**config.mk**
```make
export PLATFORM = sky130hd
export DESIGN_NAME = escape_sequence_interpreter_flat
export DESIGN_NICKNAME = d
export VERILOG_FILES = /design/src/hw/rtl/esi_pkg.sv /design/src/hw/rtl/esi_in_if.sv /design/src/hw/rtl/esi_out_if.sv /design/src/hw/rtl/escape_sequence_interpreter.sv /design/src/flat_wrapper.sv
export SDC_FILE = /design/constraint.sdc
export NUM_CORES = 1
export LEC_CHECK = 0
export BUFFER_PORTS_ARGS = -buffer_cell sky130_fd_sc_hd__buf_4
export CORE_MARGIN = 1
export CORE_UTILIZATION = 46
export CTS_CLUSTER_DIAMETER = 30
export DETAILED_ROUTE_END_ITERATION = 10
export GPL_ROUTABILITY_DRIVEN = 1
export SETUP_SLACK_MARGIN = 0.02
export SYNTH_ARGS = -nofsm -noshare
export SYNTH_HDL_FRONTEND = slang
export SYNTH_SLANG_ARGS = --single-unit
```
**constraint.sdc**
```tcl
create_clock -name clk -period 11.4 [get_ports clk]
set_clock_uncertainty 0.2 [all_clocks]
set_input_delay 0.57 -clock clk [delete_from_list [all_inputs] [get_ports clk]]
set_output_delay 0.57 -clock clk [all_outputs]
set_load 0.02 [all_outputs]
```
**src/hw/rtl/esi_pkg.sv**
```systemverilog
// Package: types, character constants and decode helpers for the escape sequence interpreter.
`timescale 1ns / 1ps

package esi_pkg;

  // Number of quote slots honored by the quote-set compare (at most four registers exist)
  localparam int unsigned QUOTE_SLOTS = 4;
  localparam int unsigned QUOTE_REGS  = 4;
  localparam int unsigned QUOTE_LIMIT = (QUOTE_SLOTS < QUOTE_REGS) ? QUOTE_SLOTS : QUOTE_REGS;

  localparam int unsigned CHAR_W   = 16;
  localparam int unsigned ACCUM_W  = 32;
  localparam int unsigned CFG_IDX_W  = 3;
  localparam int unsigned CFG_DATA_W = 16;
  localparam int unsigned MAX_RESULTS = 3;

  // Configuration register indexes
  typedef enum logic [CFG_IDX_W-1:0] {
    CFG_BACKREF_MODE = 3'd0,
    CFG_QUOTE_COUNT  = 3'd1,
    CFG_QUOTE_CHAR_A = 3'd2,
    CFG_QUOTE_CHAR_B = 3'd3,
    CFG_QUOTE_CHAR_C = 3'd4,
    CFG_QUOTE_CHAR_D = 3'd5
  } cfg_index_t;

  // Parser state
  typedef enum logic [2:0] {
    MODE_PLAIN     = 3'd0,
    MODE_ESC       = 3'd1,
    MODE_CTRL      = 3'd2,
    MODE_HEX_START = 3'd3,
    MODE_HEX_DIGIT = 3'd4,
    MODE_OCTAL     = 3'd5
  } parse_mode_t;

  // Characters the parser reacts to
  localparam logic [CHAR_W-1:0] CH_NUL    = 16'h0000;
  localparam logic [CHAR_W-1:0] CH_BSL    = 16'h005C;
  localparam logic [CHAR_W-1:0] CH_LBRACE = 16'h007B;
  localparam logic [CHAR_W-1:0] CH_RBRACE = 16'h007D;
  localparam logic [CHAR_W-1:0] CH_SQUOTE = 16'h0027;
  localparam logic [CHAR_W-1:0] CH_DQUOTE = 16'h0022;
  localparam logic [CHAR_W-1:0] CH_LOW_A  = 16'h0061;
  localparam logic [CHAR_W-1:0] CH_LOW_C  = 16'h0063;
  localparam logic [CHAR_W-1:0] CH_LOW_E  = 16'h0065;
  localparam logic [CHAR_W-1:0] CH_LOW_F  = 16'h0066;
  localparam logic [CHAR_W-1:0] CH_LOW_N  = 16'h006E;
  localparam logic [CHAR_W-1:0] CH_LOW_R  = 16'h0072;
  localparam logic [CHAR_W-1:0] CH_LOW_T  = 16'h0074;
  localparam logic [CHAR_W-1:0] CH_LOW_V  = 16'h0076;
  localparam logic [CHAR_W-1:0] CH_LOW_X  = 16'h0078;
  localparam logic [CHAR_W-1:0] CH_UP_X   = 16'h0058;
  localparam logic [CHAR_W-1:0] CH_ZERO   = 16'h0030;
  localparam logic [CHAR_W-1:0] CH_SEVEN  = 16'h0037;

  // One result candidate inside the decode
  typedef struct packed {
    logic              valid;
    logic [CHAR_W-1:0] ch;
    logic              eos;
  } slot_t;

  // One buffered result beat
  typedef struct packed {
    logic [CHAR_W-1:0] ch;
    logic              eos;
    logic              last;
  } result_t;

  // Hex digit value: {valid, value}
  function automatic logic [4:0] hex_digit(input logic [CHAR_W-1:0] c);
    logic [4:0] r;
    r = 5'd0;
    if (c >= 16'h0030 && c <= 16'h0039) begin
      r = {1'b1, c[3:0]};
    end else if ((c >= 16'h0041 && c <= 16'h0046) || (c >= 16'h0061 && c <= 16'h0066)) begin
      r = {1'b1, 4'(c[3:0] + 4'd9)};
    end
    return r;
  endfunction

  // Control letter after \c: {valid, code}
  function automatic logic [7:0] ctrl_code(input logic [CHAR_W-1:0] c);
    logic [7:0] r;
    r = 8'd0;
    if (c >= 16'h0040 && c <= 16'h005F) begin
      r = {1'b1, 2'b00, c[4:0]};
    end else if (c >= 16'h0061 && c <= 16'h007A) begin
      r = {1'b1, 2'b00, c[4:0]};
    end else if (c == 16'h003F) begin
      r = {1'b1, 7'h7F};
    end
    return r;
  endfunction

  // Emitting a number: positive signed value gives its low half
  function automatic logic [CHAR_W:0] accum_emit(input logic [ACCUM_W-1:0] a);
    return {(a != '0) && !a[ACCUM_W-1], a[CHAR_W-1:0]};
  endfunction

endpackage

```
**src/hw/rtl/esi_in_if.sv**
```systemverilog
// Interface: source character channel of the escape sequence interpreter.
`timescale 1ns / 1ps

interface esi_in_if;
  logic        valid;
  logic        ready;
  logic [15:0] in_char;
  logic        in_last;

  modport source (output valid, output in_char, output in_last, input ready);
  modport sink   (input valid, input in_char, input in_last, output ready);
endinterface

```
**src/hw/rtl/esi_out_if.sv**
```systemverilog
// Interface: decoded character channel of the escape sequence interpreter.
`timescale 1ns / 1ps

interface esi_out_if;
  logic        valid;
  logic        ready;
  logic [15:0] out_char;
  logic        end_of_string;
  logic        run_last;

  modport source (output valid, output out_char, output end_of_string, output run_last,
                  input ready);
  modport sink   (input valid, input out_char, input end_of_string, input run_last,
                  output ready);
endinterface

```
**src/hw/rtl/escape_sequence_interpreter.sv**
```systemverilog
// Top level: streaming backslash escape decoder for 16-bit characters.
`timescale 1ns / 1ps

// Usage:
//   in_stream carries one source character per beat (in_char, in_last); a NUL
//   character or in_last ends the string. out_stream carries decoded characters;
//   end_of_string marks the terminator, run_last the last beat caused by one
//   input beat. An input beat that only advances the parser gives no output.
//   cfg_we/cfg_index/cfg_data write the configuration registers; write them only
//   while the block is idle.
//   An accepted beat is held in the input register, decoded in a single pass once
//   the result buffer has room, and its results are loaded into that buffer.
//   Throughput: one input beat per cycle while each gives at most one result and
//   the receiver is ready; a beat with more results holds the next beat in the
//   input register while the single output port drains the three-entry result buffer.
//   The input register takes a new beat while a result waits downstream, so a
//   stalled receiver costs no input slot until that register is also full.
//   Reset (rst, synchronous) clears the parser to plain text, empties both
//   registers and clears all configuration registers.
module escape_sequence_interpreter
  import esi_pkg::*;
(
  input  logic                  clk,
  input  logic                  rst,
  input  logic                  cfg_we,
  input  logic [CFG_IDX_W-1:0]  cfg_index,
  input  logic [CFG_DATA_W-1:0] cfg_data,
  esi_in_if.sink                in_stream,
  esi_out_if.source             out_stream
);

  // Configuration registers
  logic              backref_mode;
  logic [2:0]        quote_count;
  logic [CHAR_W-1:0] quote_char [QUOTE_REGS];

  // Parser state
  parse_mode_t       parse_mode, parse_mode_next;
  logic              brace_open, brace_open_next;
  logic [ACCUM_W-1:0] digit_accum, digit_accum_next;

  // Input register
  logic              ir_valid;
  logic [CHAR_W-1:0] ir_char;
  logic              ir_last;

  // Result buffer
  result_t           res_buf [MAX_RESULTS];
  logic [1:0]        res_cnt;

  // Decode intermediates
  parse_mode_t        step_mode;
  logic               step_brace;
  logic [ACCUM_W-1:0] step_accum;
  slot_t              slot [2];
  slot_t              flush_slot;
  slot_t              term_slot;
  logic               finish;
  result_t            new_res [MAX_RESULTS];
  logic [1:0]         new_cnt;
  logic               quote_hit;
  logic               pop;
  logic               process;

  // Configuration writes
  always_ff @(posedge clk) begin
    if (rst) begin
      backref_mode <= 1'b0;
      quote_count  <= 3'd0;
      for (int i = 0; i < QUOTE_REGS; i++) begin
        quote_char[i] <= '0;
      end
    end else if (cfg_we) begin
      case (cfg_index)
        CFG_BACKREF_MODE: backref_mode  <= cfg_data[0];
        CFG_QUOTE_COUNT:  quote_count   <= cfg_data[2:0];
        CFG_QUOTE_CHAR_A: quote_char[0] <= cfg_data;
        CFG_QUOTE_CHAR_B: quote_char[1] <= cfg_data;
        CFG_QUOTE_CHAR_C: quote_char[2] <= cfg_data;
        CFG_QUOTE_CHAR_D: quote_char[3] <= cfg_data;
        default: ;
      endcase
    end
  end

  // Handshakes
  assign pop     = out_stream.valid && out_stream.ready;
  assign process = ir_valid && ((res_cnt == 2'd0) || (res_cnt == 2'd1 && out_stream.ready));
  assign in_stream.ready = !ir_valid || process;

  // Input register
  always_ff @(posedge clk) begin
    if (rst) begin
      ir_valid <= 1'b0;
    end else if (in_stream.ready) begin
      ir_valid <= in_stream.valid;
    end
  end

  always_ff @(posedge clk) begin
    if (in_stream.valid && in_stream.ready) begin
      ir_char <= in_stream.in_char;
      ir_last <= in_stream.in_last;
    end
  end

  // Quote set compare
  always_comb begin
    quote_hit = 1'b0;
    for (int i = 0; i < QUOTE_REGS; i++) begin
      if ((3'(i) < quote_count) && (i < QUOTE_LIMIT) && (quote_char[i] == ir_char)) begin
        quote_hit = 1'b1;
      end
    end
  end

  // Step: one character against the current parse mode (slots 0 and 1)
  always_comb begin
    logic [4:0]        hx;
    logic [7:0]        cc;
    logic [CHAR_W:0]   em;
    logic              number_end;
    logic              reparse;

    hx = hex_digit(ir_char);
    cc = ctrl_code(ir_char);
    em = accum_emit(digit_accum);
    number_end = 1'b0;
    reparse    = 1'b0;

    step_mode  = parse_mode;
    step_brace = brace_open;
    step_accum = digit_accum;
    slot[0]    = '0;
    slot[1]    = '0;

    if (ir_char != CH_NUL) begin
      case (parse_mode)
        MODE_ESC: begin
          step_mode = MODE_PLAIN;
          if (quote_hit) begin
            slot[0] = '{1'b1, ir_char, 1'b0};
          end else begin
            case (ir_char)
              CH_LOW_A: slot[0] = '{1'b1, 16'h0007, 1'b0};
              CH_LOW_E: slot[0] = '{1'b1, 16'h001B, 1'b0};
              CH_LOW_F: slot[0] = '{1'b1, 16'h000C, 1'b0};
              CH_LOW_N: slot[0] = '{1'b1, 16'h000A, 1'b0};
              CH_LOW_R: slot[0] = '{1'b1, 16'h000D, 1'b0};
              CH_LOW_T: slot[0] = '{1'b1, 16'h0009, 1'b0};
              CH_LOW_V: slot[0] = '{1'b1, 16'h000B, 1'b0};
              CH_SQUOTE, CH_DQUOTE, CH_BSL: slot[0] = '{1'b1, ir_char, 1'b0};
              CH_LOW_C: step_mode = MODE_CTRL;
              CH_LOW_X, CH_UP_X: begin
                step_mode  = MODE_HEX_START;
                step_accum = '0;
                step_brace = 1'b0;
              end
              default: begin
                if (ir_char >= CH_ZERO && ir_char <= CH_SEVEN &&
                    (ir_char == CH_ZERO || !backref_mode)) begin
                  step_accum = ACCUM_W'(ir_char[2:0]);
                  step_mode  = MODE_OCTAL;
                end else begin
                  slot[0] = '{1'b1, CH_BSL, 1'b0};
                  slot[1] = '{1'b1, ir_char, 1'b0};
                end
              end
            endcase
          end
        end
        MODE_CTRL: begin
          step_mode = MODE_PLAIN;
          if (cc[7]) begin
            slot[0] = '{1'b1, CHAR_W'(cc[6:0]), 1'b0};
          end else begin
            reparse = 1'b1;
          end
        end
        MODE_HEX_START, MODE_HEX_DIGIT: begin
          step_mode = MODE_HEX_DIGIT;
          if (parse_mode == MODE_HEX_START && ir_char == CH_LBRACE) begin
            step_brace = 1'b1;
          end else if (hx[4]) begin
            step_accum = {digit_accum[ACCUM_W-5:0], 4'b0000} + ACCUM_W'(hx[3:0]);
          end else begin
            number_end = 1'b1;
            reparse    = !(ir_char == CH_RBRACE && brace_open);
            step_brace = 1'b0;
          end
        end
        MODE_OCTAL: begin
          if (ir_char >= CH_ZERO && ir_char <= CH_SEVEN) begin
            step_accum = {digit_accum[ACCUM_W-4:0], ir_char[2:0]};
          end else begin
            number_end = 1'b1;
            reparse    = 1'b1;
          end
        end
        default: begin
          reparse = 1'b1;
        end
      endcase

      // Number ended by a non-digit: flush the accumulator
      if (number_end) begin
        slot[0]    = '{em[CHAR_W], em[CHAR_W-1:0], 1'b0};
        step_accum = '0;
        step_mode  = MODE_PLAIN;
      end

      // Character handled as plain text
      if (reparse) begin
        if (ir_char == CH_BSL) begin
          step_mode = MODE_ESC;
        end else begin
          step_mode = MODE_PLAIN;
          slot[1]   = '{1'b1, ir_char, 1'b0};
        end
      end
    end
  end

  // End of string: flush pending form and add the terminator
  always_comb begin
    logic [CHAR_W:0] fem;
    fem    = accum_emit(step_accum);
    finish = (ir_char == CH_NUL) || ir_last;
    flush_slot = '0;
    term_slot  = '0;
    parse_mode_next  = step_mode;
    brace_open_next  = step_brace;
    digit_accum_next = step_accum;
    if (finish) begin
      if (step_mode == MODE_ESC) begin
        flush_slot = '{1'b1, CH_BSL, 1'b0};
      end else if (step_mode == MODE_HEX_DIGIT || step_mode == MODE_OCTAL) begin
        flush_slot = '{fem[CHAR_W], fem[CHAR_W-1:0], 1'b0};
      end
      term_slot = '{1'b1, CH_NUL, 1'b1};
      parse_mode_next  = MODE_PLAIN;
      brace_open_next  = 1'b0;
      digit_accum_next = '0;
    end
  end

  // Pack the first three valid slots, mark the last one
  always_comb begin
    slot_t cand [4];
    cand[0] = slot[0];
    cand[1] = slot[1];
    cand[2] = flush_slot;
    cand[3] = term_slot;
    new_cnt = 2'd0;
    for (int i = 0; i < MAX_RESULTS; i++) begin
      new_res[i] = '0;
    end
    for (int i = 0; i < 4; i++) begin
      if (cand[i].valid && new_cnt != 2'd3) begin
        new_res[new_cnt] = '{cand[i].ch, cand[i].eos, 1'b0};
        new_cnt = new_cnt + 2'd1;
      end
    end
    if (new_cnt != 2'd0) begin
      new_res[new_cnt - 2'd1].last = 1'b1;
    end
  end

  // Parser state
  always_ff @(posedge clk) begin
    if (rst) begin
      parse_mode  <= MODE_PLAIN;
      brace_open  <= 1'b0;
      digit_accum <= '0;
    end else if (process) begin
      parse_mode  <= parse_mode_next;
      brace_open  <= brace_open_next;
      digit_accum <= digit_accum_next;
    end
  end

  // Result buffer: load on process, shift down on pop
  always_ff @(posedge clk) begin
    if (rst) begin
      res_cnt <= 2'd0;
    end else if (process) begin
      res_cnt <= new_cnt;
    end else if (pop) begin
      res_cnt <= res_cnt - 2'd1;
    end
  end

  always_ff @(posedge clk) begin
    if (process) begin
      for (int i = 0; i < MAX_RESULTS; i++) begin
        res_buf[i] <= new_res[i];
      end
    end else if (pop) begin
      res_buf[0] <= res_buf[1];
      res_buf[1] <= res_buf[2];
    end
  end

  // Output beat
  assign out_stream.valid         = (res_cnt != 2'd0);
  assign out_stream.out_char      = res_buf[0].ch;
  assign out_stream.end_of_string = res_buf[0].eos;
  assign out_stream.run_last      = res_buf[0].last;

endmodule
```
**src/flat_wrapper.sv**
```systemverilog
// flat-port wrapper written by rule: the top's interface ports become plain ports
module escape_sequence_interpreter_flat import esi_pkg::*;
  (clk, rst, cfg_we, cfg_index, cfg_data, in_stream_valid, in_stream_in_char, in_stream_in_last, in_stream_ready, out_stream_valid, out_stream_out_char, out_stream_end_of_string, out_stream_run_last, out_stream_ready);
  esi_in_if in_stream_i ();
  esi_out_if out_stream_i ();
  input  logic clk;
  input  logic rst;
  input  logic cfg_we;
  input  logic [CFG_IDX_W-1:0] cfg_index;
  input  logic [CFG_DATA_W-1:0] cfg_data;
  input wire logic [$bits(in_stream_i.valid)-1:0] in_stream_valid;
  input wire logic [$bits(in_stream_i.in_char)-1:0] in_stream_in_char;
  input wire logic [$bits(in_stream_i.in_last)-1:0] in_stream_in_last;
  output wire logic [$bits(in_stream_i.ready)-1:0] in_stream_ready;
  output wire logic [$bits(out_stream_i.valid)-1:0] out_stream_valid;
  output wire logic [$bits(out_stream_i.out_char)-1:0] out_stream_out_char;
  output wire logic [$bits(out_stream_i.end_of_string)-1:0] out_stream_end_of_string;
  output wire logic [$bits(out_stream_i.run_last)-1:0] out_stream_run_last;
  input wire logic [$bits(out_stream_i.ready)-1:0] out_stream_ready;
  assign in_stream_i.valid = in_stream_valid;
  assign in_stream_i.in_char = in_stream_in_char;
  assign in_stream_i.in_last = in_stream_in_last;
  assign in_stream_ready = in_stream_i.ready;
  assign out_stream_valid = out_stream_i.valid;
  assign out_stream_out_char = out_stream_i.out_char;
  assign out_stream_end_of_string = out_stream_i.end_of_string;
  assign out_stream_run_last = out_stream_i.run_last;
  assign out_stream_i.ready = out_stream_ready;
  escape_sequence_interpreter u_core (.clk(clk), .rst(rst), .cfg_we(cfg_we), .cfg_index(cfg_index), .cfg_data(cfg_data), .in_stream(in_stream_i), .out_stream(out_stream_i));
endmodule
```
**After elaboration in Yosys (flattened, before gate mapping)**

Memories as Yosys holds them, arrays and structs flattened.
Index checks and enable logic that the tools add are counted.

- Memories kept: 2
- Flip-flop bits (word level): 60
- Input port bits: 41
- Memory bits (writable): 118
- Logic and storage cells: 262
- Output and inout bits: 20

- Bitwise logic cells: 10
- Reductions and logical operators: 58
- $lt $le $gt $ge: 22
- Eq/ne operators: 41
- $add $sub $neg: 7
- Mux-type cells: 113

Memory list:

| name | depth | bits a word | read ports | clocked after Yosys merged registers in | wr ports | RTL line | text |
|---|---|---|---|---|---|---|---|
| u_core.quote_char | 4 | 16 | 4 | 0 | 4 | escape_sequence_interpreter.sv:35 | `logic [CHAR_W-1:0] quote_char [QUOTE_REGS];` |
| u_core.res_buf | 3 | 18 | 3 | 0 | 3 | escape_sequence_interpreter.sv:48 | `result_t res_buf [MAX_RESULTS];` |

Operator list:

| kind | number |
|---|---|
| two-way mux 18 bit | 18 |
| two-way mux 32 bit | 8 |
| bitwise mux 54 bit | 4 |
| two-way mux 54 bit | 4 |
| == test 16 x 7 -> 1 bit, second input constant | 13 |
| case mux 18 bit (9 select lines) | 1 |
| demux 18 bit (select 2 bit) | 4 |
| case mux 32 bit (3 select lines) | 1 |
| two-way mux 36 bit | 2 |
| == test 16 bit | 4 |
| == test 16 x 6 -> 1 bit, second input constant | 4 |
| less-or-equal comparator 16 x 7 -> 1 bit, second input constant | 4 |
| two-way mux 16 bit | 4 |
| case mux 32 bit (2 select lines) | 1 |
| nonzero test 32 bit | 2 |
| >= comparator 16 x 7 -> 1 bit, second input constant | 3 |
| two-way mux 1 bit | 44 |
| case mux 18 bit (2 select lines) | 1 |
| adder 32 x 4 -> 32 bit | 1 |
| less-or-equal comparator 16 x 6 -> 1 bit, second input constant | 2 |
| logical AND 1 bit | 26 |
| two-way mux 8 bit | 3 |
| == test 3 bit, second input constant | 6 |
| two-way mux 3 bit | 6 |
| 39 further kinds | 85 |

**Logic depth before layout (Yosys ltp)**

Gate-level depths: netlist of run 1.

- Depth after elaboration: 31
- Mapped depth: 26
- Mapped depth without buffers: 20

**Least setup slack after synthesis of run 1**

OpenSTA, ideal clock, no wires.

- Kind: reg-to-reg
- From: reg u_core.ir_char[0]
- To: mem u_core.res_buf[0][13] (netlist name), data pin
- Path slack: 5300 ps
- Arrival time: 5643 ps
- Buffers on the path: 5
- Setup time: 257 ps
- Period minus slack after synthesis: 6100 ps
- Data required time: 10943 ps
- Cell stages (with the launch flop): 24
- Cell sequence: edfxtp_1 > clkbuf_1 > buf_2 > inv_1 > ha_1 > nor4b_1 > nor2b_1 > o41a_1 > a21oi_2 > buf_2 > a221o_1 > and3_1 > a221o_1 > nor4_1 > nand4_1 > o41ai_4 > buf_2 > nor2_1 > or2_2 > ha_1 > nor2_1 > a21oi_1 > clkbuf_1 > a32o_1

RTL lines:

| item | RTL line | text |
|---|---|---|
| from (decl) | escape_sequence_interpreter.sv:44 | `logic [CHAR_W-1:0] ir_char;` |
| from (signal assigned) | escape_sequence_interpreter.sv:102 | `ir_char <= in_stream.in_char;` |
| to (decl) | escape_sequence_interpreter.sv:48 |  |

==> results of run 1 <==
-- final timing paths --
path	slack, ps	from	cells past startpoint	end
worst max-delay path	2660	u_core.ir_char[1]	19	u_core.res_buf[1][4]
worst min-delay path	90	in_stream_in_char[12]	1	u_core.ir_char[12]
worst max register to register	2660	u_core.ir_char[1]	19	u_core.res_buf[1][4]
worst min register to register	280	u_core.brace_open	2	u_core.brace_open
-- state kept, by name, indices dropped and copies added (netlist names) --
register / flops
u_core.digit_accum: 32
u_core.quote_char: 64
u_core.res_cnt: 2
u_core.backref_mode: 1
u_core.ir_last: 1
u_core.parse_mode: 3
u_core.brace_open: 1
u_core.res_buf: 54
u_core.ir_char: 16
u_core.ir_valid: 1
u_core.quote_count: 3
-- kinds of logic (layout without fill, tap and decap cells) --
| group | after synthesis | count (layout) | share of synthesized area (%) |
|---|---|---|---|
| simple gates | 421 | 421 | 19.28 |
| flops | 178 | 178 | 44.01 |
| buf+inv | 138 | 144 | 5.423 |
| compound gates | 362 | 362 | 23.47 |
| xor+xnor | 68 | 68 | 5.333 |
| mux | 11 | 11 | 1.020 |
| fa+ha+maj | 13 | 13 | 1.457 |
-- per-stage QoR --
step / util (%) / cells / instance area [sq um] / hold slack (ps) / worst slack, ps
floorplan: - / 1191 / 11170 / 250.0 / 5300
global placement: 49.63 / 1484 / 11720 / 274.2 / 2917
detailed placement: 49.63 / 1484 / 11720 / 272.0 / 2945
CTS: 52.23 / 1516 / 12330 / 87.97 / 2921
global route: 52.23 / 1516 / 12330 / 81.30 / 2255
finish: 52.23 / 1516 / 12330 / 93.98 / 2664
-- routing by layer --
| layer | up-vias | track usage, % |
|---|---|---|
| li1 | 4457 | - |
| met1 | 4697 | 39.39 |
| met2 | 517 | 51.44 |
| met3 | 102 | 4.188 |
| met4 | 0 | 13.22 |
| met5 | - | 0 |
-- worst max-delay path: cells and delay by family, from the launching register on --
kind                       cells  cell delay, ps
muxes                          1             600
DFF                            1             750
buffers and inverters          2             470
AOI/OAI and AO/OA              4            1900
adders and majority gates      2             610
and+or+nand+nor               10            3910
-- synthesized netlist by cell type, types with 14 or more instances --
library cell  instances
buf_4                17
buf_2                19
dfxtp_1              43
nor2_1              111
inv_1                28
xor2_1               58
a21oi_1              76
nor3_1               32
nand3_1              14
edfxtp_1            135
a22oi_1              34
nor4_1               30
nand2_1              88
a21o_1               20
o21ai_0              68
a221o_1              37
clkbuf_1             69
and2_1               72
-- area by class of cell --
cell class / count / share of cell area [%]
inverters: 30 / 0.9132
clock inverters: 15 / 1.512
multi-input cells: 875 / 46.04
well taps: 319 / 3.237
clock buffers: 17 / 3.450
flip-flops and latches: 178 / 39.85
repair buffers: 82 / 4.992
-- power groups by stage --
stage | clock (W) | sequential, W | combinational, W
after global placement | 0 | 0.000898 | 0.000387
final | 0.000603 | 0.000886 | 0.000389
after global routing | 0.000632 | 0.000896 | 0.000424
after floorplan | 0 | 0.000866 | 0.000289
after CTS | 0.000607 | 0.000886 | 0.000392
after detailed placement | 0 | 0.000899 | 0.000391
-- cells in the final DEF (no fill, tap or decap), types with 6 or more instances in the layout --
cell       synthesis  final
buf_4             17     82
nand3b_1           8      8
nand3_1           14     14
dfxtp_1           43     43
nand4_1           13     13
clkbuf_16          0     17
a21o_1            20     20
and3_1             7      7
a31oi_1            9      9
inv_1             28     28
xnor2_1           10     10
ha_1              13     13
nor2_1           111    109
nand2b_1          13     13
a22oi_1           34     34
xor2_1            58     58
a32oi_1           13     13
edfxtp_1         135    135
o21ai_0           68     68
a21oi_1           76     75
nor2b_1            7      7
nand2_1           88     88
a221oi_1           7      7
mux2i_1            8      8
a211oi_1           6      6
o21bai_1           6      6
and2_1            72     72
a32o_1            13     13
a221o_1           37     37
clkinv_8           0      7
o2111ai_1          9      9
nor3_1            32     30
nor4_1            30     30
==> reports/results.ini, run 1 <==
[status]
status = complete, no violations

[cts]
htreeDepth = 4
numCtsBuffers = 17
cts_setup_buffers = 0
clock-sinks = 178
root_buffer = clkbuf_16
ctsHoldBuffers = 0
cts_resized = 0
cts_tree = yes
cts.path.max_buffers = 2
clk_pin_slew_worst_paths_ps = 80
clkLatencyLatePin_ps = 450

[sta]
slew_headroom_pct = 15.04
timing.fmax_mhz = 114.5
finalSetupViolCount = 0
period_needed_ps = 8736
slew_viol_final = 0
period_share_pct = 76.63
rsz0062_at_grt = no
tns_ps = 0
tightest_slew_ps = 1270
finalHoldViolations = 0

[drt]
wl_met2_mm = 18.03
vias_per_cell = 6.447
routed_wl_mm = 36.94
via_count = 9773
dr.pass1.iters = 6
drc_errors = 0
drt_iter0_drc = 997
drt-met1-wl_mm = 15.07
wl_met3_mm = 2.537
wl_per_cell_microns = 24.37
drtAntennaViolNets = 0
top_layer_used = met4

[power_and_ir_drop]
cellPowerDensity_mw_per_mm2 = 152.2
leakagePower_nw = 4.313
internal-power_w = 0.001256
ir_drop_v = 0.00008685
p_switching_w = 0.0006218
pwr-share-clk_pct = 32.1
total_power_w = 0.001878
power_frac_seq_pct = 47.2
power_frac_comb_pct = 20.7
switching_share_pct = 33.12

[global_routing]
overflow = 0
grt_max_degree = 53
grt_pass1_wl_mm = 56.75
grt_pass1_vias = 9459
track_usage_pct = 30.65
antenna_found_initial = 0

[synthesis]
synth.avg_cell_area_sq_um = 9.376
synth-main-ff-cell = edfxtp_1
syn_inst = 1191
yosys-top-cells-area = edfxtp_1, dfxtp_1, xor2_1
synth.top_cell.area_share_pct = 36.30
synth-edff-count = 135
async_reset_ff_share_pct = 0
ys_types = 80
netlist_area_sq_mm = 0.01117
syn-num-nets = 1245
seq_area_frac_synth_pct = 44.01
synth_warnings = 0
ys_ff_latch = 178
synth_area_leader_cell = edfxtp_1

[worst_setup_path]
worst_path_max_delay_cell = o41ai_4
worstPathRequired_ps = 11350
setup.worst_path.end_class = register
path_max_fanout = 17
crit_type = register to register
critPathLaunchType = register
cp.arrival_ps = 8690
path_cells = inv_1 -> ha_1 -> nor4b_1 -> nor2_1 -> o221ai_2 -> nand3_1 -> nand2_1 -> a221oi_1 -> a311o_1 -> nor2_1 -> nand4_1 -> o41ai_4 -> mux2i_1 -> inv_1 -> ha_1 -> nor2_1 -> and2_1 -> nand3b_1 -> nor2_1
cp_slowest_stage_delay_ps = 850
cpMostUsedCell = nor2_1

[die]
core_sq_mm = 0.02361
die_area_sq_mm = 0.02490
num_rows = 56
die_x_microns = 157.8
die_height_microns = 157.8
num_io_pins = 61
start_util_pct = 47.29

[cells_and_area]
nets = 1238
regArea_sq_mm = 0.004915
layout-drive-gt1-share_pct = 11.53
fillers = 2205
synthToLayoutAreaGrowth_pct = 10.43
multi_input_area_sq_mm = 0.005678
antenna-diode-count = 0

[hold_path]
hold_path.class = input pin to register

[place]
io_buffer_count = 60
place_hpwl_mm = 25.30
place_congestion = 0.9346

[job]
cap_violations = 0

No activity file was read; power rests on OpenSTA's default activity.
==> run 2, diff against run 1 <==
==> constraint.sdc (replaced) <==
create_clock -name clk -period 8.85 [get_ports clk]
set_clock_uncertainty 0.2 [all_clocks]
set_input_delay 0.4425 -clock clk [delete_from_list [all_inputs] [get_ports clk]]
set_output_delay 0.4425 -clock clk [all_outputs]
set_load 0.02 [all_outputs]
==> run 2 against run 1 <==
Sequential power grew 29%; worst hold slack got worse by 83 ps; combinational power rose by 34%; design area increased by 1.4%; sequential cell count did not move; die area unchanged; maximum frequency increased by 11%; non-clock buffer count is 21 higher; largest cell class unchanged.
==> reports/results.ini, run 2 (synthesis results as in run 1) <==
[status]
status = complete, no violations

[sta]
tightest_slew_ps = 1190
finalHoldViolations = 0
tns_ps = 0
finalSetupViolCount = 0
slew_viol_final = 0
rsz0062_at_grt = no
timing.fmax_mhz = 127.5
slew_headroom_pct = 20.09
period_share_pct = 88.63
timing.hold.ws_ps = 11.36
period_needed_ps = 7844

[cells_and_area]
largest_reg_flops = 64
final_cell_mix = edfxtp_1, nor2_1, buf_4, nand2_1, a21oi_1
mostFrequentLayoutCell = edfxtp_1
layout-drive-gt1-share_pct = 11.90
synthToLayoutAreaGrowth_pct = 11.99
largestRegisters = u_core.quote_char (64), u_core.res_buf (54), u_core.digit_accum (32)
nets = 1259
top_register = u_core.quote_char
antenna-diode-count = 0

[cts]
ctsHoldBuffers = 13
cts_setup_buffers = 0
root_buffer = clkbuf_16
numCtsBuffers = 17
cts_resized = 0
clk_pin_slew_worst_paths_ps = 80
cts.path.max_buffers = 2
htreeDepth = 4
clkLatencyLatePin_ps = 450
cts_tree = yes
clock-sinks = 178

[drt]
drc_errors = 0
routed_wl_mm = 37.14
drtAntennaViolNets = 0
drt_iter0_drc = 1241
vias_per_cell = 6.444
wl_per_cell_microns = 24.16
via_count = 9905
dr.pass1.iters = 6

[worst_setup_path]
cp.arrival_ps = 7810
cpMostUsedCell = nor2_1
rrSetupSlack_ps = 1010
worst-path-buf-inv = 2
worstPathRequired_ps = 8810
worst_path_max_delay_cell = nor4b_1
critPathLaunchType = register
cp_slowest_stage_delay_ps = 840
reg2reg_depth = 19
setup.worst_path.end_class = register
crit_type = register to register
timing.rr.start = u_core.ir_char[1]
path_max_fanout = 17
reg2reg_to = u_core.res_buf[1][7]
path_cells = inv_1 -> ha_1 -> nor4b_1 -> nor2_1 -> o221ai_2 -> nand3_1 -> nand2_1 -> a221oi_1 -> a311o_1 -> nor2_1 -> nand4_1 -> o41ai_4 -> mux2i_1 -> inv_1 -> ha_1 -> nor2_1 -> and2_1 -> nand3b_1 -> nor2_1
crit_family = simple AND/OR/NAND/NOR gates

[global_routing]
track_usage_pct = 30.92
grt_pass1_vias = 9395
grt_max_degree = 53
grt_pass1_wl_mm = 56.75
overflow = 0
antenna_found_initial = 0

[hold_path]
hold_start = in_stream_in_char[11]
hold_depth = 1
min_to = u_core.ir_char[11]
hold_path.class = input pin to register

[die]
die_height_microns = 157.8
num_rows = 56
start_util_pct = 47.29
num_io_pins = 61
die_area_sq_mm = 0.02490
core_sq_mm = 0.02361
die_x_microns = 157.8

[power_and_ir_drop]
ir_drop_v = 0.0001296
cellPowerDensity_mw_per_mm2 = 194.2
leakagePower_nw = 4.399

[place]
place_congestion = 0.9123
io_buffer_count = 60
place_hpwl_mm = 25.99

[job]
cap_violations = 0

-- run 2: worst max path at each step --
stage / startpoint / endpoint / slack, ps / depth (start not counted)
CTS: u_core.ir_char[1] / u_core.res_buf[1][7] / 1150 / 19
finish: u_core.ir_char[1] / u_core.res_buf[1][7] / 1010 / 19
global placement: u_core.ir_char[1] / u_core.res_buf[1][15] / 1210 / 19
floorplan: u_core.ir_char[0] / u_core.res_buf[0][13] / 2750 / 23
global route: u_core.ir_char[1] / u_core.res_buf[1][4] / 520 / 19
detailed placement: u_core.ir_char[1] / u_core.res_buf[1][7] / 1210 / 19
-- run 2: where the power goes --
| group | internal, W | switching [W] |
|---|---|---|
| Sequential | 0.00106 | 0.0000732 |
| Combinational | 0.000178 | 0.000343 |
| Clock | 0.000382 | 0.000390 |
| Total | 0.00162 | 0.000806 |
-- run 2: metal layers --
metal  track usage, %  vias up  share of wire [%]  routed length [microns]
met5                0        -                  0                        0
met4            12.71        0                3.5                     1301
met3            6.269      101                7.7                     2843
met2            49.65      511                 47                    17290
met1            40.50     4788                 42                    15700
li1                 -     4505                  -                        -
-- run 2: area by class of cell --
type	instances	area, sq um
clock buffer	18	429.2
multi-input combinational	875	5678
tap	319	399.1
timing repair buffer	103	808.3
clock inverter	14	163.9
sequential	178	4915
inverter	30	112.6
fill	2158	11110
-- run 2: metrics by stage --
step           total power [W]  instance area, sq um  setup WS, ps  util [%]  std cells
6_report              0.002428                 12510          1006     52.96       1537
5_1_grt               0.002520                 12510         523.1     52.96       1537
4_1_cts               0.002432                 12500          1150     52.92       1536
3_5_place_dp          0.001668                 11770          1210     49.86       1491
3_3_place_gp          0.001664                 11770          1209     49.86       1491
2_1_floorplan         0.001487                 11170          2750         -       1191
==> run 3, diff against run 2 <==
--- a/config.mk
+++ b/config.mk
@@ -5,7 +5,7 @@
 export SDC_FILE = /design/constraint.sdc
 export NUM_CORES = 1
 export LEC_CHECK = 0
-export BUFFER_PORTS_ARGS = -buffer_cell sky130_fd_sc_hd__buf_4
+export BUFFER_PORTS_ARGS = -buffer_cell sky130_fd_sc_hd__buf_2
 export CORE_MARGIN = 1
 export CORE_UTILIZATION = 46
 export CTS_CLUSTER_DIAMETER = 30
==> run 3 against run 2 <==
Clock power increased by 4.4%; combinational power fell by 5.0%; die area is the same; sequential power is essentially flat; first-iteration DRC count is 1.6% lower; maximum frequency up 0.51%; worst hold slack improved by 6.5 ps; design area down 0.90%; critical path depth did not move; sequential cell count did not move; final cell count barely moved; global-route usage shrank 0.21 points; largest power group unchanged; highest routed layer unchanged.
==> reports/results.ini, run 3 (synthesis results as in run 1) <==
[worst_setup_path]
critPathLaunchType = register
crit_family = simple AND/OR/NAND/NOR gates
setup.worst_path.end_class = register
worst_path_max_delay_cell = nor4b_1
worst-path-buf-inv = 2
crit_type = register to register
path_cells = inv_1 -> ha_1 -> nor4b_1 -> nor2_1 -> o221ai_2 -> nand3_1 -> nand2_1 -> a221oi_1 -> a311o_1 -> nor2_1 -> nand4_1 -> o41ai_4 -> mux2i_1 -> inv_1 -> ha_1 -> nor2_1 -> nand2_1 -> nand2_1 -> o21ai_0
cp.arrival_ps = 7770
path_max_fanout = 17
worstPathRequired_ps = 8810
crit_path_start = u_core.ir_char[1]
cp_slowest_stage_delay_ps = 810
timing.rr.start = u_core.ir_char[1]

[cts]
clock-sinks = 178
cts_resized = 0
clk_pin_slew_worst_paths_ps = 80
clkLatencyLatePin_ps = 440
cts_tree = yes
cts_setup_buffers = 0
root_buffer = clkbuf_16
cts.path.max_buffers = 2
ctsHoldBuffers = 10
htreeDepth = 4
numCtsBuffers = 17

[drt]
drt_iter0_drc = 1221
drtAntennaViolNets = 0
vias_per_cell = 6.485
dr.pass1.iters = 6
via_count = 9974
routed_wl_mm = 37.08
drc_errors = 0
wl_per_cell_microns = 24.11

[cells_and_area]
largest_reg_flops = 64
layout-drive-gt1-share_pct = 12.31
mostFrequentLayoutCell = edfxtp_1
nets = 1260
synthToLayoutAreaGrowth_pct = 10.98
regArea_sq_mm = 0.004915
antenna-diode-count = 0
top_register = u_core.quote_char
multi_input_area_sq_mm = 0.005678
final_cells = 1538
largestRegisters = u_core.quote_char (64), u_core.res_buf (54), u_core.digit_accum (32)
final_cell_mix = edfxtp_1, nor2_1, nand2_1, a21oi_1, and2_1
fillers = 2214

[sta]
slew_viol_final = 0
period_share_pct = 88.18
slew_headroom_pct = 18.33
timing.hold.ws_ps = 17.90
period_needed_ps = 7804
fin_ws_ps = 1046
rsz0062_at_grt = no
tns_ps = 0
finalHoldViolations = 0
finalSetupViolCount = 0
timing.fmax_mhz = 128.1
tightest_slew_ps = 1221

[power_and_ir_drop]
leakagePower_nw = 4.369
cellPowerDensity_mw_per_mm2 = 196.2
ir_drop_v = 0.0001299

[place]
place_inst = 1495
io_buffer_count = 60
place_hpwl_mm = 25.87
preCtsSetupSlack_ps = 1255
place_congestion = 0.9305

[job]
cap_violations = 0

[die]
die_height_microns = 157.8
die_x_microns = 157.8
num_rows = 56
die_area_sq_mm = 0.02490
start_util_pct = 47.29
num_io_pins = 61
core_sq_mm = 0.02361

[global_routing]
antenna_found_initial = 0
track_usage_pct = 30.71
grt_pass1_wl_mm = 57.14
grt_max_degree = 53
overflow = 0
grt_pass1_vias = 9414

[hold_path]
hold_path.class = input pin to register
hold_start = in_stream_in_char[14]

[status]
status = complete, no violations

## run 3: path summary, 6_finish.rpt
kind,end,slack [ps],cells after the start
setup / recovery,u_core.res_buf[0][34],1050,19
hold / removal,u_core.ir_char[14],20,1
hold reg to reg,u_core.brace_open,300,2
setup reg to reg,u_core.res_buf[0][34],1050,19
## run 3: cell type report
cell class              instances  area share (%)
multi-input cells             875           45.82
well taps                     319           3.221
clock inverters                15           1.656
inverters                      30          0.9086
clock buffers                  17           3.433
repair buffers                104           5.310
flip-flops and latches        178           39.66
## run 3: metal layers
metal / up-vias / share of wire, % / global-route usage, %
li1: 4499 / - / -
met1: 4788 / 42 / 40.75
met2: 578 / 47 / 49.82
met3: 109 / 7.2 / 4.161
met4: 0 / 3.7 / 13.64
met5: - / 0 / 0
## run 3: where the power goes
part | leakage [nW] | switching (W) | total [W] | internal [W]
logic | 2.41 | 0.000343 | 0.000495 | 0.000152
registers | 1.65 | 0.0000698 | 0.00113 | 0.00106
clock network | 0.305 | 0.000394 | 0.000806 | 0.000412
## run 3: through the flow
step | cell area (sq um) | total power, W | util, %
after floorplan | 11170 | 0.001487 | -
after global placement | 11650 | 0.001635 | 49.35
after detailed placement | 11650 | 0.001642 | 49.35
after CTS | 12380 | 0.002446 | 52.44
after global routing | 12390 | 0.002527 | 52.49
final | 12390 | 0.002432 | 52.49
